File: src/design/tlv_header_scanner_macros.svh
// Assertion macros for the TLV header scanner.
`ifndef TLV_HEADER_SCANNER_MACROS_SVH
`define TLV_HEADER_SCANNER_MACROS_SVH

`ifndef NO_ASSERTIONS

// Same-cycle implication, disabled during reset.
`define THS_ASSERT_IMPLIES(label, clk, rst_n, ante, cons) \
    label: assert property (@(posedge clk) disable iff (!rst_n) (ante) |-> (cons)) \
        else $error("tlv_header_scanner: same-cycle check failed");

// Next-cycle implication, disabled during reset.
`define THS_ASSERT_NEXT(label, clk, rst_n, ante, cons) \
    label: assert property (@(posedge clk) disable iff (!rst_n) (ante) |=> (cons)) \
        else $error("tlv_header_scanner: next-cycle check failed");

`else

`define THS_ASSERT_IMPLIES(label, clk, rst_n, ante, cons)
`define THS_ASSERT_NEXT(label, clk, rst_n, ante, cons)

`endif

`endif

File: src/design/ths_pkg.sv
// Package: widths, limits and the result record of the TLV header scanner.
`timescale 1ns / 1ps
package ths_pkg;

    localparam int TAG_BITS    = 32;
    localparam int LEN_BITS    = 32;
    localparam int REGION_BITS = 16;

    // Position counter is one bit wider than the region size so it can pass it.
    localparam int POS_BITS = REGION_BITS + 1;
    // Width that holds position plus length without wrap.
    localparam int SUM_BITS = ((LEN_BITS > POS_BITS) ? LEN_BITS : POS_BITS) + 1;

    typedef logic [TAG_BITS-1:0]    t_tag;
    typedef logic [LEN_BITS-1:0]    t_len;
    typedef logic [POS_BITS-1:0]    t_pos;
    typedef logic [REGION_BITS-1:0] t_region;
    typedef logic [SUM_BITS-1:0]    t_sum;

    localparam t_pos POS_MAX = {POS_BITS{1'b1}};
    localparam t_pos OFF_MAX = {1'b0, {REGION_BITS{1'b1}}};

    localparam logic [4:0] TAG_MULTI_MARK = 5'h1F;

    typedef struct packed {
        logic [31:0] tag;
        logic [31:0] length;
        logic        indefinite_length;
        logic [15:0] value_offset;
        logic        end_of_content;
        logic        overrun;
        logic        region_done;
    } t_result;

endpackage

File: src/design/ths_if.sv
// Interfaces: byte input channel, result channel and configuration write channel.
`timescale 1ns / 1ps
interface ths_byte_if;
    logic       valid;
    logic       ready;
    logic [7:0] data_byte;
    logic       start_req;

    modport source (output valid, output data_byte, output start_req, input ready);
    modport sink   (input valid, input data_byte, input start_req, output ready);
endinterface

interface ths_result_if;
    logic        valid;
    logic        ready;
    logic [31:0] tag;
    logic [31:0] length;
    logic        indefinite_length;
    logic [15:0] value_offset;
    logic        end_of_content;
    logic        overrun;
    logic        region_done;

    modport source (output valid, output tag, output length, output indefinite_length,
                    output value_offset, output end_of_content, output overrun,
                    output region_done, input ready);
    modport sink   (input valid, input tag, input length, input indefinite_length,
                    input value_offset, input end_of_content, input overrun,
                    input region_done, output ready);
endinterface

interface ths_cfg_if;
    logic        valid;
    logic        ready;
    logic [15:0] region_bytes;

    modport source (output valid, output region_bytes, input ready);
    modport sink   (input valid, input region_bytes, output ready);
endinterface

File: src/design/ths_scan_core.sv
// Scan core: header phase tracking, tag and length accumulation, region bookkeeping.
`timescale 1ns / 1ps
module ths_scan_core (
    input  logic             i_clk,
    input  logic             i_rst_n,
    input  logic             i_step,
    input  logic [7:0]       i_byte,
    input  logic             i_start,
    input  ths_pkg::t_region i_region_bytes,
    output logic             o_emit,
    output ths_pkg::t_result o_result
);
    import ths_pkg::*;

    typedef enum logic [2:0] {
        PH_TAG_FIRST,
        PH_TAG_MORE,
        PH_LEN_FIRST,
        PH_LEN_MORE,
        PH_SKIP
    } t_phase;

    t_phase     r_phase, n_phase, cur_phase;
    t_tag       r_tag, n_tag, cur_tag;
    t_len       r_len, n_len, cur_len;
    logic [6:0] r_left, n_left, cur_left, left_dec;
    t_len       r_skip, n_skip, cur_skip, skip_dec;
    t_pos       r_pos, n_pos, cur_pos, pos_inc, off_sat;
    logic       r_finished, n_finished, cur_finished;

    logic       finish, indef, eoc, ovr, done;
    t_len       len_fin, len_shift;
    t_sum       end_sum, region_ext;

    always_comb begin
        // A start request clears the scan before this byte is looked at.
        cur_phase    = r_phase;
        cur_tag      = r_tag;
        cur_len      = r_len;
        cur_left     = r_left;
        cur_skip     = r_skip;
        cur_pos      = r_pos;
        cur_finished = r_finished;
        if (i_start) begin
            cur_phase    = PH_TAG_FIRST;
            cur_tag      = '0;
            cur_len      = '0;
            cur_left     = '0;
            cur_skip     = '0;
            cur_pos      = '0;
            cur_finished = 1'b0;
        end

        n_phase    = cur_phase;
        n_tag      = cur_tag;
        n_len      = cur_len;
        n_left     = cur_left;
        n_skip     = cur_skip;
        n_pos      = cur_pos;
        n_finished = cur_finished;

        pos_inc   = (cur_pos != POS_MAX) ? cur_pos + t_pos'(1) : cur_pos;
        left_dec  = (cur_left != '0) ? cur_left - 7'd1 : cur_left;
        skip_dec  = (cur_skip != '0) ? cur_skip - t_len'(1) : cur_skip;
        len_shift = (cur_len << 8) | t_len'(i_byte);

        finish  = 1'b0;
        indef   = 1'b0;
        len_fin = '0;

        if (!cur_finished) begin
            n_pos = pos_inc;
            case (cur_phase)
                PH_TAG_FIRST: begin
                    n_tag   = t_tag'(i_byte);
                    n_phase = (i_byte[4:0] == TAG_MULTI_MARK) ? PH_TAG_MORE : PH_LEN_FIRST;
                end
                PH_TAG_MORE: begin
                    n_tag = (cur_tag << 8) | t_tag'(i_byte);
                    if (!i_byte[7]) begin
                        n_phase = PH_LEN_FIRST;
                    end
                end
                PH_LEN_FIRST: begin
                    if (!i_byte[7]) begin
                        finish  = 1'b1;
                        len_fin = t_len'(i_byte);
                    end else if (i_byte[6:0] == 7'd0) begin
                        finish = 1'b1;
                        indef  = 1'b1;
                    end else begin
                        n_len   = '0;
                        n_left  = i_byte[6:0];
                        n_phase = PH_LEN_MORE;
                    end
                end
                PH_LEN_MORE: begin
                    n_len  = len_shift;
                    n_left = left_dec;
                    if (left_dec == 7'd0) begin
                        finish  = 1'b1;
                        len_fin = len_shift;
                    end
                end
                PH_SKIP: begin
                    n_skip = skip_dec;
                    if (skip_dec == '0) begin
                        n_phase = PH_TAG_FIRST;
                    end
                end
                default: begin
                    n_phase = PH_TAG_FIRST;
                end
            endcase
        end

        // Header complete: judge against the region limit.
        end_sum    = t_sum'(pos_inc) + t_sum'(len_fin);
        region_ext = t_sum'(i_region_bytes);
        eoc = 1'b0;
        ovr = 1'b0;
        if (i_region_bytes == '0) begin
            eoc = (cur_tag == '0);
        end else begin
            ovr = (end_sum > region_ext);
        end
        done = eoc || ovr || ((i_region_bytes != '0) && (end_sum == region_ext));

        if (finish) begin
            n_tag  = '0;
            n_len  = '0;
            n_left = '0;
            if (done) begin
                n_finished = 1'b1;
                n_phase    = PH_TAG_FIRST;
            end else if (len_fin != '0) begin
                n_skip  = len_fin;
                n_phase = PH_SKIP;
            end else begin
                n_phase = PH_TAG_FIRST;
            end
        end

        off_sat = (pos_inc > OFF_MAX) ? OFF_MAX : pos_inc;

        o_emit                     = finish;
        o_result.tag               = 32'(cur_tag);
        o_result.length            = 32'(len_fin);
        o_result.indefinite_length = indef;
        o_result.value_offset      = 16'(off_sat);
        o_result.end_of_content    = eoc;
        o_result.overrun           = ovr;
        o_result.region_done       = done;
    end

    always_ff @(posedge i_clk) begin
        if (!i_rst_n) begin
            r_phase    <= PH_TAG_FIRST;
            r_tag      <= '0;
            r_len      <= '0;
            r_left     <= '0;
            r_skip     <= '0;
            r_pos      <= '0;
            r_finished <= 1'b0;
        end else if (i_step) begin
            r_phase    <= n_phase;
            r_tag      <= n_tag;
            r_len      <= n_len;
            r_left     <= n_left;
            r_skip     <= n_skip;
            r_pos      <= n_pos;
            r_finished <= n_finished;
        end
    end

endmodule

File: src/design/ths_out_reg.sv
// Result register: holds one result item until the receiver takes it.
`timescale 1ns / 1ps
module ths_out_reg (
    input  logic             i_clk,
    input  logic             i_rst_n,
    input  logic             i_load,
    input  ths_pkg::t_result i_result,
    input  logic             i_ready,
    output logic             o_advance,
    output logic             o_valid,
    output ths_pkg::t_result o_result
);
    import ths_pkg::*;

    logic    r_valid;
    t_result r_result;

    // Slot is free when empty or being drained this cycle.
    assign o_advance = !r_valid || i_ready;
    assign o_valid   = r_valid;
    assign o_result  = r_result;

    always_ff @(posedge i_clk) begin
        if (!i_rst_n) begin
            r_valid <= 1'b0;
        end else if (o_advance) begin
            r_valid <= i_load;
        end
    end

    always_ff @(posedge i_clk) begin
        if (o_advance && i_load) begin
            r_result <= i_result;
        end
    end

endmodule

File: src/design/tlv_header_scanner.sv
// Top level of the TLV header scanner: input register, scan core, result register.
//
// Usage:
//   i_byte  carries one raw byte of a flat BER-TLV region per item; set
//           start_req on the first byte of each region to restart the scan.
//   i_cfg   writes region_bytes (0 = indefinite, ends at a zero tag). Write it
//           only while the block is idle; ready is always high.
//   o_res   delivers one item per completed header (on the last length byte):
//           tag, length, value offset and end/overrun flags. Value bytes and
//           bytes after the region ends produce no item.
// Timing:
//   An accepted byte passes through the input register and the combinational
//   scan core into the result register, from which the receiver takes it.
//   One byte per cycle is taken sustained while the receiver takes each result;
//   the input register, the combinational scan core and the result register set this.
// Reset (i_rst_n low, synchronous): clears the scan state, empties both
//   registers and sets region_bytes to 0.
// Stall: while o_res holds an item the receiver does not take, the core
//   holds; the input register still takes one more byte if it is empty, then
//   i_byte.ready drops until the result is taken.
`timescale 1ns / 1ps
`include "tlv_header_scanner_macros.svh"
module tlv_header_scanner (
    input  logic   i_clk,
    input  logic   i_rst_n,
    ths_byte_if.sink     i_byte,
    ths_cfg_if.sink      i_cfg,
    ths_result_if.source o_res
);
    import ths_pkg::*;

    logic       r_in_valid;
    logic [7:0] r_in_byte;
    logic       r_in_start;
    t_region    r_region_bytes;

    logic       advance;
    logic       core_step;
    logic       core_emit;
    t_result    core_result;
    logic       out_valid;
    t_result    out_result;

    // Take a new byte whenever the input register is empty or moves on.
    assign i_byte.ready = !r_in_valid || advance;
    assign core_step    = r_in_valid && advance;
    assign i_cfg.ready  = 1'b1;

    always_ff @(posedge i_clk) begin
        if (!i_rst_n) begin
            r_in_valid     <= 1'b0;
            r_region_bytes <= '0;
        end else begin
            if (i_byte.valid && i_byte.ready) begin
                r_in_valid <= 1'b1;
            end else if (advance) begin
                r_in_valid <= 1'b0;
            end
            if (i_cfg.valid && i_cfg.ready) begin
                r_region_bytes <= t_region'(i_cfg.region_bytes);
            end
        end
    end

    // Input payload: load on accept only.
    always_ff @(posedge i_clk) begin
        if (i_byte.valid && i_byte.ready) begin
            r_in_byte  <= i_byte.data_byte;
            r_in_start <= i_byte.start_req;
        end
    end

    ths_scan_core u_core (
        .i_clk          (i_clk),
        .i_rst_n        (i_rst_n),
        .i_step         (core_step),
        .i_byte         (r_in_byte),
        .i_start        (r_in_start),
        .i_region_bytes (r_region_bytes),
        .o_emit         (core_emit),
        .o_result       (core_result)
    );

    ths_out_reg u_out (
        .i_clk     (i_clk),
        .i_rst_n   (i_rst_n),
        .i_load    (core_step && core_emit),
        .i_result  (core_result),
        .i_ready   (o_res.ready),
        .o_advance (advance),
        .o_valid   (out_valid),
        .o_result  (out_result)
    );

    assign o_res.valid             = out_valid;
    assign o_res.tag               = out_result.tag;
    assign o_res.length            = out_result.length;
    assign o_res.indefinite_length = out_result.indefinite_length;
    assign o_res.value_offset      = out_result.value_offset;
    assign o_res.end_of_content    = out_result.end_of_content;
    assign o_res.overrun           = out_result.overrun;
    assign o_res.region_done       = out_result.region_done;

    // Core must hold while a result waits unclaimed.
    `THS_ASSERT_IMPLIES(a_hold_on_stall, i_clk, i_rst_n,
        out_valid && !o_res.ready, !core_step)
    // A header completed by the core shows up at the output next cycle.
    `THS_ASSERT_NEXT(a_emit_lands, i_clk, i_rst_n,
        core_step && core_emit, o_res.valid)
    // Overrun and end of content both end the region.
    `THS_ASSERT_IMPLIES(a_end_flags, i_clk, i_rst_n,
        o_res.valid && (o_res.overrun || o_res.end_of_content), o_res.region_done)

endmodule

File: src/flat_wrapper.sv
// flat-port wrapper written by rule: the top's interface ports become plain ports
module tlv_header_scanner_flat import ths_pkg::*;
  (i_clk, i_rst_n, i_byte_valid, i_byte_data_byte, i_byte_start_req, i_byte_ready, i_cfg_valid, i_cfg_region_bytes, i_cfg_ready, o_res_valid, o_res_tag, o_res_length, o_res_indefinite_length, o_res_value_offset, o_res_end_of_content, o_res_overrun, o_res_region_done, o_res_ready);
  ths_byte_if i_byte_i ();
  ths_cfg_if i_cfg_i ();
  ths_result_if o_res_i ();
  input  logic i_clk;
  input  logic i_rst_n;
  input wire logic [$bits(i_byte_i.valid)-1:0] i_byte_valid;
  input wire logic [$bits(i_byte_i.data_byte)-1:0] i_byte_data_byte;
  input wire logic [$bits(i_byte_i.start_req)-1:0] i_byte_start_req;
  output wire logic [$bits(i_byte_i.ready)-1:0] i_byte_ready;
  input wire logic [$bits(i_cfg_i.valid)-1:0] i_cfg_valid;
  input wire logic [$bits(i_cfg_i.region_bytes)-1:0] i_cfg_region_bytes;
  output wire logic [$bits(i_cfg_i.ready)-1:0] i_cfg_ready;
  output wire logic [$bits(o_res_i.valid)-1:0] o_res_valid;
  output wire logic [$bits(o_res_i.tag)-1:0] o_res_tag;
  output wire logic [$bits(o_res_i.length)-1:0] o_res_length;
  output wire logic [$bits(o_res_i.indefinite_length)-1:0] o_res_indefinite_length;
  output wire logic [$bits(o_res_i.value_offset)-1:0] o_res_value_offset;
  output wire logic [$bits(o_res_i.end_of_content)-1:0] o_res_end_of_content;
  output wire logic [$bits(o_res_i.overrun)-1:0] o_res_overrun;
  output wire logic [$bits(o_res_i.region_done)-1:0] o_res_region_done;
  input wire logic [$bits(o_res_i.ready)-1:0] o_res_ready;
  assign i_byte_i.valid = i_byte_valid;
  assign i_byte_i.data_byte = i_byte_data_byte;
  assign i_byte_i.start_req = i_byte_start_req;
  assign i_byte_ready = i_byte_i.ready;
  assign i_cfg_i.valid = i_cfg_valid;
  assign i_cfg_i.region_bytes = i_cfg_region_bytes;
  assign i_cfg_ready = i_cfg_i.ready;
  assign o_res_valid = o_res_i.valid;
  assign o_res_tag = o_res_i.tag;
  assign o_res_length = o_res_i.length;
  assign o_res_indefinite_length = o_res_i.indefinite_length;
  assign o_res_value_offset = o_res_i.value_offset;
  assign o_res_end_of_content = o_res_i.end_of_content;
  assign o_res_overrun = o_res_i.overrun;
  assign o_res_region_done = o_res_i.region_done;
  assign o_res_i.ready = o_res_ready;
  tlv_header_scanner u_core (.i_clk(i_clk), .i_rst_n(i_rst_n), .i_byte(i_byte_i), .i_cfg(i_cfg_i), .o_res(o_res_i));
endmodule
File: config.mk
export PLATFORM = sky130hd
export DESIGN_NAME = tlv_header_scanner_flat
export DESIGN_NICKNAME = d
export VERILOG_FILES = /design/src/design/ths_pkg.sv /design/src/design/ths_if.sv /design/src/design/ths_scan_core.sv /design/src/design/ths_out_reg.sv /design/src/design/tlv_header_scanner.sv /design/src/flat_wrapper.sv
export VERILOG_INCLUDE_DIRS = /design/src /design/src/design
export SDC_FILE = /design/constraint.sdc
export NUM_CORES = 1
export LEC_CHECK = 0
export ABC_AREA = 1
export BUFFER_PORTS_ARGS = -buffer_cell sky130_fd_sc_hd__buf_2
export CAP_MARGIN = 25
export CORE_MARGIN = 1
export CORE_UTILIZATION = 25
export CTS_CLUSTER_SIZE = 14
export DETAILED_ROUTE_END_ITERATION = 10
export HOLD_SLACK_MARGIN = 0.15
export PLACE_DENSITY = 0.47
export SYNTH_ARGS = -nofsm -noshare
export SYNTH_HDL_FRONTEND = slang
export SYNTH_SLANG_ARGS = --single-unit
File: constraint.sdc
create_clock -name i_clk -period 15.1 [get_ports i_clk]
set_input_delay 3.02 -clock i_clk [delete_from_list [all_inputs] [get_ports i_clk]]
set_output_delay 3.02 -clock i_clk [all_outputs]
set_load 0.01 [all_outputs]
-- Word-level counts from Yosys, hierarchy flattened
Index checks and enable logic that the tools add are counted.
- multiplexer cells: 54
- divide/modulo/power cells: 0
- equality and inequality tests: 7
- multipliers: 0
- $add $sub $neg: 4
- reduce and logical (&&, ||, !) cells: 23
- shift operators: 0
- order comparisons: 2
- bitwise operators: 4
- operators with widths (cell ; count):
    $mux W32 ; 17
    $pmux W32 S2 ; 3
    $logic_not A32 Y1 ; 2
    $or A32 B8 Y32 ; 2
    $reduce_bool A32 Y1 ; 2
    $mux W17 ; 3
    $mux W7 ; 7
    $add A17 B32 Y33 ; 1
    $eq A33 B16 Y1 ; 1
    $gt A33 B16 Y1 ; 1
    $sub A32 B1 Y32 const B ; 1
    $mux W3 ; 9
    $add A17 B1 Y17 const B ; 1
    $gt A17 B16 Y1 const B ; 1
    $ne A17 B17 Y1 const B ; 1
    $logic_not A16 Y1 ; 1
    $reduce_bool A16 Y1 ; 1
    $pmux W3 S5 ; 1
    $logic_not A7 Y1 ; 2
    $pmux W7 S2 ; 1
    $mux W1 ; 11
    $reduce_bool A7 Y1 ; 1
    $sub A7 B1 Y7 const B ; 1
    $eq A3 B2 Y1 const B ; 2
    12 further kinds ; 21
- ROM bits: 0
- bits in writable memories: 0
- latch bits: 0
- input bits: 30
- memories kept: 0
- output and inout bits: 87
- word-level logic and storage cells: 113
- flip-flop bits (word level): 235

-- Depth between registers and ports, before layout
Gate-level depths: netlist (run 1).
- depth after elaboration: 14
- gate-level depth with buffers: 47
- mapped depth without buffers: 43

-- Cells and area by module
Synthesis (run 1) repeated with hierarchy kept, for this count alone.
- cell total of the unflattened synthesis: 2191
- area total of the unflattened synthesis: 14851.7 um^2
- modules (own cells, without submodules) (module ; instances ; seq. area each (um^2) ; cells each ; area each (um^2)):
    ths_scan_core ; 1 ; 2322.2 ; 2010 ; 11388.4
    ths_out_reg ; 1 ; 2542.4 ; 91 ; 2573.7
    tlv_header_scanner ; 1 ; 610.6 ; 90 ; 889.6

-- Least setup slack after synthesis (run 1)
No wires, ideal clock.
- path kind: in2reg
- start: input o_res_ready
- end: register u_core.u_out.r_result, in the netlist u_core.u_out.o_result[0] (enable)
- buffers on the path: 1
- arrival: 6981 ps
- data required time: 14572 ps
- setup slack: 7591 ps
- stages on the path: 5
- library setup time: 528 ps
- cell sequence: inv_1 > nand2_1 > nand2_1 > clkbuf_1 > nor2_1
- word-level cells in the longest chain between the ends: 4
- RTL lines (item ; line ; text):
    start, declared ; flat_wrapper.sv:24 ; input wire logic [$bits(o_res_i.ready)-1:0] o_res_ready;
    $logic_or A1 B1 Y1 (*) ; ths_out_reg.sv:19 ; assign o_advance = !r_valid || i_ready;
    $logic_and A1 B1 Y1 ; tlv_header_scanner.sv:46 ; assign core_step = r_in_valid && advance;
    $logic_and A1 B1 Y1 ; tlv_header_scanner.sv:87 ; .i_load (core_step && core_emit),
    $logic_and A1 B1 Y1 (*) ; ths_out_reg.sv:32 ; if (o_advance && i_load) begin
    end signal, assigned ; ths_out_reg.sv:33 ; r_result <= i_result;
    end, declared ; ths_out_reg.sv:16 ; t_result r_result;
Mark *: on every way between the ends. The rest lies on a longest branch, timed or not.
A chain may end at the register's enable or synchronous reset.

==> impl_metrics.json, run 1 <==
{
  "critical_path_peak_fanout": 67,
  "finalClockSkew_ns": 0.0186,
  "synth_nets": 2208,
  "antenna-diode-count": 0,
  "nets": 2274,
  "die_y_um": 244,
  "share_comb_of_total_power_pct": 12.0,
  "worst_hold_path_type": "reg -> reg",
  "cpMaxStageDelayCell": "sky130_fd_sc_hd__buf_4",
  "synth_largest_type_area_fraction_pct": 19.1,
  "critPathBufInv": 6,
  "final.setup.tns_ns": 0,
  "cts_hold_buf": 0,
  "peak_per_stage_delay_on_the_critical_path_ns": 0.67,
  "vias_per_cell": 4.88,
  "floorplan.rows": 88,
  "switching_power_share_of_the_total_pct": 28.1,
  "achievable-frequency_mhz": 109,
  "p_leak_nw": 7.05,
  "crit_family": "simple AND/OR/NAND/NOR gates",
  "cts.repair_timing.setup_buffer_count": 0,
  "clock_sink_count": 227,
  "ir_drop_v": 0.0000875,
  "cts_buffer_depth": 3,
  "vias": 14600,
  "power_frac_seq_pct": 42.4,
  "totalWireLength_um": 52100,
  "clock-root-buffer": "sky130_fd_sc_hd__clkbuf_16",
  "grt_first_pass_wirelength_um": 80000,
  "synth_area_leader_cell": "sky130_fd_sc_hd__edfxtp_1",
  "timing.final.hold_violations": 0,
  "power.switching_mw": 0.437,
  "grt_max_degree": 68,
  "async_reset_ff_share_pct": 0,
  "worst-r2r-setup-slack_ns": 5.95,
  "drt-initial-drc-count": 1129,
  "netlist_instances": 2138,
  "top_level_ports": 117,
  "synth_cell_types": 52,
  "design.die.area_mm2": 0.0595,
  "max_cap_viol_count": 0,
  "final_min_period_over_clock_period_pct": 60.6,
  "dpl.hpwl_um": 38200,
  "cp.arrival_ns": 9.63,
  "via_count_of_the_first_global_routing_pass": 13800,
  "final-setup-viol-count": 0,
  "mappedNetlistArea_mm2": 0.0146,
  "p_int_mw": 1.12,
  "tritoncts": "yes",
  "drv_slew": 0,
  "timing.critical_path.to_type": "flop",
  "grt_setup_unrepaired": "no",
  "gp_congestion": 0.907,
  "grt_antenna_before_repair": 0,
  "share_of_layout_cells_above_drive_strength_1_pct": 10.1,
  "cts_max_level": 1,
  "floorplan.initialDensity_pct": 25.3,
  "outcome": "finished, final reports clean",
  "drt_drc_violations_left": 0,
  "worst_setup_hold_path_clk_slew_ns": 0.06,
  "clkPwrFrac_pct": 45.7,
  "area_overhead_vs_synth_pct": 15.3,
  "power_per_cell_area_mw_per_mm2": 92.2,
  "synth.top_cells.by_area": "sky130_fd_sc_hd__edfxtp_1 (19%), sky130_fd_sc_hd__dfxtp_1 (18%), sky130_fd_sc_hd__nand2_1 (14%)",
  "placement.io_buffers": 115,
  "synth_flop_cell": "sky130_fd_sc_hd__dfxtp_1",
  "cts_repair_resize_count": 0,
  "core_mm2": 0.0578,
  "detailed_routing_iteration_count_for_the_pre_antenna_repair_pass": 5,
  "global_route.usage.total_pct": 17.0,
  "cts_inserted_buffers": 29,
  "synth-edff-count": 93,
  "post-route-min-period_ns": 9.15,
  "routed_wire_length_per_instance_um": 17.4,
  "critical_path.startpoint_type": "flop",
  "syn_area_per_cell_um2": 6.85,
  "synth.yosys.warnings": 0,
  "worst_pin_slew_ns": 0.947,
  "timing.setup.critical_path_class": "reg -> reg",
  "clock_insertion_delay_worst_skew_ns": 0.59,
  "max_slew_margin_pct": 36.4,
  "synth-seq-cells": 227,
  "finalCoreUtilization_pct": 29.2,
  "fp.dieW_um": 244,
  "crit_required_ns": 15.58,
  "ant_nets": 0,
  "globalRoute.totalOverflow": 0,
  "critPathMostFrequentCell": "sky130_fd_sc_hd__nand2_1",
  "synth_seq_area_share_pct": 37.4
}
-- per-stage QoR --
step           hold WS [ns]  setup WS [ns]  std cells  total power, mW  area, um2
2_1_floorplan         0.445           7.59       2138            0.804      14600
3_3_place_gp          0.452           6.14       2935            0.856      15900
3_5_place_dp          0.455           6.07       2938            0.857      15900
4_1_cts               0.465           6.04       2992             1.57      16900
5_1_grt               0.480           5.18       2992             1.62      16900
6_report              0.463           5.95       2992             1.56      16900
-- sequential cells by signal (all words and copies together) (netlist names) --
signal                    count
u_core.u_core.r_left          7
u_core.u_core.r_finished      1
u_core.u_core.r_pos          17
u_core.u_core.r_skip         32
u_core.u_out.o_result        84
u_core.u_core.r_tag          32
u_core.u_core.r_len          24
u_core.r_in_byte              8
u_core.r_in_start             1
u_core.r_in_valid             1
u_core.u_core.r_phase         3
u_core.u_out.o_valid          1
u_core.r_region_bytes        16
-- cells in the final DEF, fill, tap and decap left out, drive strengths merged, types with 5 or more instances in the layout --
cell / instances
nand2: 548
inv: 278
nor2: 247
a21oi: 174
dfxtp: 134
buf: 134
nand3: 126
o21ai: 115
edfxtp: 93
nand4: 65
xor2: 44
ha: 39
clkbuf: 39
o22ai: 34
nor3: 32
nor4: 18
o211ai: 13
clkinv: 13
xnor2: 11
or2: 10
mux2i: 10
o221ai: 5
a22oi: 5
-- cell usage after synthesis (12+ instances only) --
cell type                  number
sky130_fd_sc_hd__nand4_1       65
sky130_fd_sc_hd__inv_1        263
sky130_fd_sc_hd__ha_1          39
sky130_fd_sc_hd__nand3_1      122
sky130_fd_sc_hd__clkbuf_1      72
sky130_fd_sc_hd__edfxtp_1      93
sky130_fd_sc_hd__dfxtp_1      134
sky130_fd_sc_hd__nor2_1       237
sky130_fd_sc_hd__o21ai_0      111
sky130_fd_sc_hd__nand2_1      544
sky130_fd_sc_hd__o22ai_1       34
sky130_fd_sc_hd__o211ai_1      13
sky130_fd_sc_hd__a21oi_1      173
sky130_fd_sc_hd__nor4_1        18
sky130_fd_sc_hd__nor3_1        32
sky130_fd_sc_hd__inv_2         12
sky130_fd_sc_hd__xor2_1        44
-- layer usage --
metal,track usage (%),wire [um],up-vias
li1,-,-,7193
met4,5.42,1720,0
met5,0,0,-
met2,27.3,23400,442
met1,23.2,23800,6882
met3,2.77,3200,91
-- power groups by stage --
stage | registers (mW) | logic (mW) | clock network, mW
floorplan | 0.669 | 0.135 | 0
global placement | 0.672 | 0.184 | 0
detailed placement | 0.672 | 0.185 | 0
CTS | 0.659 | 0.186 | 0.727
global route | 0.660 | 0.207 | 0.750
finish | 0.659 | 0.186 | 0.710
-- kinds of logic (layout without fill, tap and decap cells) --
family	Yosys count	after routing	share of synthesized area (%)
simple gates	1055	1055	30.9
buf+inv	380	469	10.3
compound gates	370	370	13.9
flops	227	227	37.4
xor+xnor	55	55	3.29
fa+ha+maj	40	40	3.47
mux	10	10	0.684
other cells	1	1	0.0256
-- tightest hold or removal path, cell delays in order, from the launching register on --
cell                      delay (ns)
sky130_fd_sc_hd__dfxtp_1        0.31
sky130_fd_sc_hd__nand2_1        0.06
sky130_fd_sc_hd__a21oi_1        0.05
-- final timing paths --
path                           startpoint                  endpoint  depth (start not counted)
setup / recovery        u_core.r_in_start  u_core.u_core.r_skip[26]                         39
hold / removal    u_core.u_core.r_tag[29]   u_core.u_core.r_tag[29]                          2
setup reg to reg        u_core.r_in_start  u_core.u_core.r_skip[26]                         39
hold reg to reg   u_core.u_core.r_tag[29]   u_core.u_core.r_tag[29]                          2
-- layout make-up --
class / count / area, um2
Clock inverter: 15 / 181
Multi-Input combinational cell: 1531 / 7680
Fill cell: 6289 / 40900
Clock buffer: 39 / 783
Sequential cell: 227 / 5480
Inverter: 281 / 1060
Timing Repair Buffer: 134 / 743
Tap cell: 765 / 957
No activity file was read; power rests on OpenSTA's default activity.
==> run 2, diff against run 1 <==
==> constraint.sdc (replaced) <==
create_clock -name i_clk -period 8.7 [get_ports i_clk]
set_input_delay 1.74 -clock i_clk [delete_from_list [all_inputs] [get_ports i_clk]]
set_output_delay 1.74 -clock i_clk [all_outputs]
set_load 0.01 [all_outputs]
==> run 2 against run 1 <==
  * Combinational power grew 74%
  * First-iteration DRC count increased by 10%
  * Fmax increased by 15%
  * Cell count increased by 0.13%
  * Clock skew decreased by 0.0019 ns
  * Setup slack worse by 5.2 ns
  * Critical path type unchanged
==> impl_metrics.json, run 2 (synthesis gave the netlist of run 1 again) <==
{
  "min_delay_worst_endpoint": "u_core.u_core.r_tag[29]",
  "floorplan.rows": 88,
  "outcome": "finished, final reports clean",
  "cts_repair_resize_count": 0,
  "share_of_layout_cells_above_drive_strength_1_pct": 10.6,
  "cts.repair_timing.setup_buffer_count": 0,
  "peak_per_stage_delay_on_the_critical_path_ns": 0.69,
  "final_common_cell": "sky130_fd_sc_hd__nand2_1",
  "drt-initial-drc-count": 1245,
  "fp.dieW_um": 244,
  "placement.io_buffers": 115,
  "r2r_cells": 40,
  "ir_drop_v": 0.000148,
  "grt_max_degree": 80,
  "worst_slack_ns": 0.776,
  "clock-root-buffer": "sky130_fd_sc_hd__clkbuf_16",
  "achievable-frequency_mhz": 126,
  "max_slew_margin_pct": 42.5,
  "cts_buffer_depth": 3,
  "crit_required_ns": 9.10,
  "timing.hold.worst_path_depth": 2,
  "final-setup-viol-count": 0,
  "p_leak_nw": 7.09,
  "antenna-diode-count": 0,
  "critPathMostFrequentCell": "sky130_fd_sc_hd__nand2_1",
  "worst_pin_slew_ns": 0.863,
  "grt_first_pass_wirelength_um": 79900,
  "finalClockSkew_ns": 0.0167,
  "floorplan.initialDensity_pct": 25.3,
  "worst_r2r_endpoint": "u_core.u_core.r_skip[3]",
  "globalRoute.totalOverflow": 0,
  "most-common-layout-cells": "sky130_fd_sc_hd__nand2_1 (543), sky130_fd_sc_hd__inv_1 (263), sky130_fd_sc_hd__nor2_1 (235)",
  "worst_setup_hold_path_clk_slew_ns": 0.06,
  "finalCoreUtilization_pct": 29.4,
  "vias_per_cell": 4.84,
  "routed_wire_length_per_instance_um": 17.4,
  "crit-reg2reg-launch": "u_core.r_in_start",
  "clock_insertion_delay_worst_skew_ns": 0.57,
  "cts_inserted_buffers": 28,
  "totalWireLength_um": 52100,
  "timing.critical_path.to_type": "flop",
  "timing.final.hold_violations": 0,
  "cts_max_level": 1,
  "dpl.hpwl_um": 38500,
  "post-place-ws_ns": 1.00,
  "critical_path_peak_fanout": 33,
  "global_route.usage.total_pct": 16.9,
  "drt_drc_violations_left": 0,
  "critPathBufInv": 7,
  "grt_setup_unrepaired": "no",
  "die_y_um": 244,
  "vias": 14500,
  "tritoncts": "yes",
  "design.die.area_mm2": 0.0595,
  "max_ffs_per_register": 84,
  "area_overhead_vs_synth_pct": 16.0,
  "worstHoldStart": "u_core.u_core.r_tag[29]",
  "final.setup.tns_ns": 0,
  "timing.setup.critical_path_class": "reg -> reg",
  "via_count_of_the_first_global_routing_pass": 13600,
  "worst-r2r-setup-slack_ns": 0.78,
  "top_level_ports": 117,
  "core_mm2": 0.0578,
  "nets": 2279,
  "grt_antenna_before_repair": 0,
  "max_cap_viol_count": 0,
  "crit_family": "simple AND/OR/NAND/NOR gates",
  "ant_nets": 0,
  "cts_hold_buf": 0,
  "detailed_routing_iteration_count_for_the_pre_antenna_repair_pass": 5,
  "critical_path.startpoint_type": "flop",
  "power_per_cell_area_mw_per_mm2": 160,
  "cpMaxStageDelayCell": "sky130_fd_sc_hd__edfxtp_1",
  "clock_sink_count": 227,
  "timing.critical_path.depth": 40,
  "final_min_period_over_clock_period_pct": 91.1,
  "worst_hold_path_type": "reg -> reg",
  "gp_congestion": 0.901,
  "post-route-min-period_ns": 7.92,
  "cp.arrival_ns": 8.32,
  "drv_slew": 0
}
## run 2: cell types whose count changed in the layout (fill, tap and decap cells not counted), moves of 2 or more
cell / previous run / this run
sky130_fd_sc_hd__clkbuf_1: 8 / 2
sky130_fd_sc_hd__buf_4: 16 / 21
sky130_fd_sc_hd__inv_6: 1 / 6
sky130_fd_sc_hd__clkinvlp_4: 2 / 5
sky130_fd_sc_hd__clkinv_2: 5 / 3
## run 2: area by class of cell
type	instances	area, um2
clock inverter	18	208
clock buffer	34	786
tap	765	957
fill	6337	40800
multi-input combinational	1531	7680
timing repair buffer	140	815
inverter	281	1060
sequential	227	5480
## run 2: how the worst max path moves through the flow
stage                      startpoint                  endpoint  slack, ns
global placement    u_core.r_in_start  u_core.u_core.r_skip[17]       0.95
detailed placement  u_core.r_in_start   u_core.u_core.r_skip[9]       1.00
CTS                 u_core.r_in_start   u_core.u_core.r_skip[3]       0.97
finish              u_core.r_in_start   u_core.u_core.r_skip[3]       0.78
floorplan                 o_res_ready  u_core.u_out.o_result[0]       2.47
global route        u_core.r_in_start  u_core.u_core.r_skip[18]      0.005
## run 2: metrics by stage
| stage | total power, mW | hold slack, ns | cell area, um2 | std cells |
|---|---|---|---|---|
| 2_1_floorplan | 1.40 | 0.445 | 14600 | 2138 |
| 3_3_place_gp | 1.49 | 0.452 | 15900 | 2940 |
| 3_5_place_dp | 1.49 | 0.455 | 15900 | 2942 |
| 4_1_cts | 2.75 | 0.465 | 16900 | 2994 |
| 5_1_grt | 2.83 | 0.479 | 17000 | 2996 |
| 6_report | 2.72 | 0.462 | 17000 | 2996 |
## run 2: per-layer routing
metal	wire length (um)	GRT usage [%]	share of wire, %	up-vias
met4	964	3.97	1.9	0
met3	2740	2.11	5.3	58
met1	24000	23.0	46	6829
li1	-	-	-	7203
met2	24300	28.3	47	410
met5	0	0	0	-
## run 2: worst register-to-register path: cells and delay by family, from the launching register on
family,cells,cell delay [ns]
AND/OR/NAND/NOR,26,4.09
adder cells (fa/ha/maj),2,0.60
AO/OA/AOI/OAI,4,0.93
flip-flops,1,0.69
buffers and inverters,7,0.94
XOR/XNOR,1,0.52
## run 2: power breakdown
part / internal (mW) / switching [mW]
clock: 0.742 / 0.513
sequential: 1.13 / 0.0173
combinational: 0.0883 / 0.235
total: 1.96 / 0.765
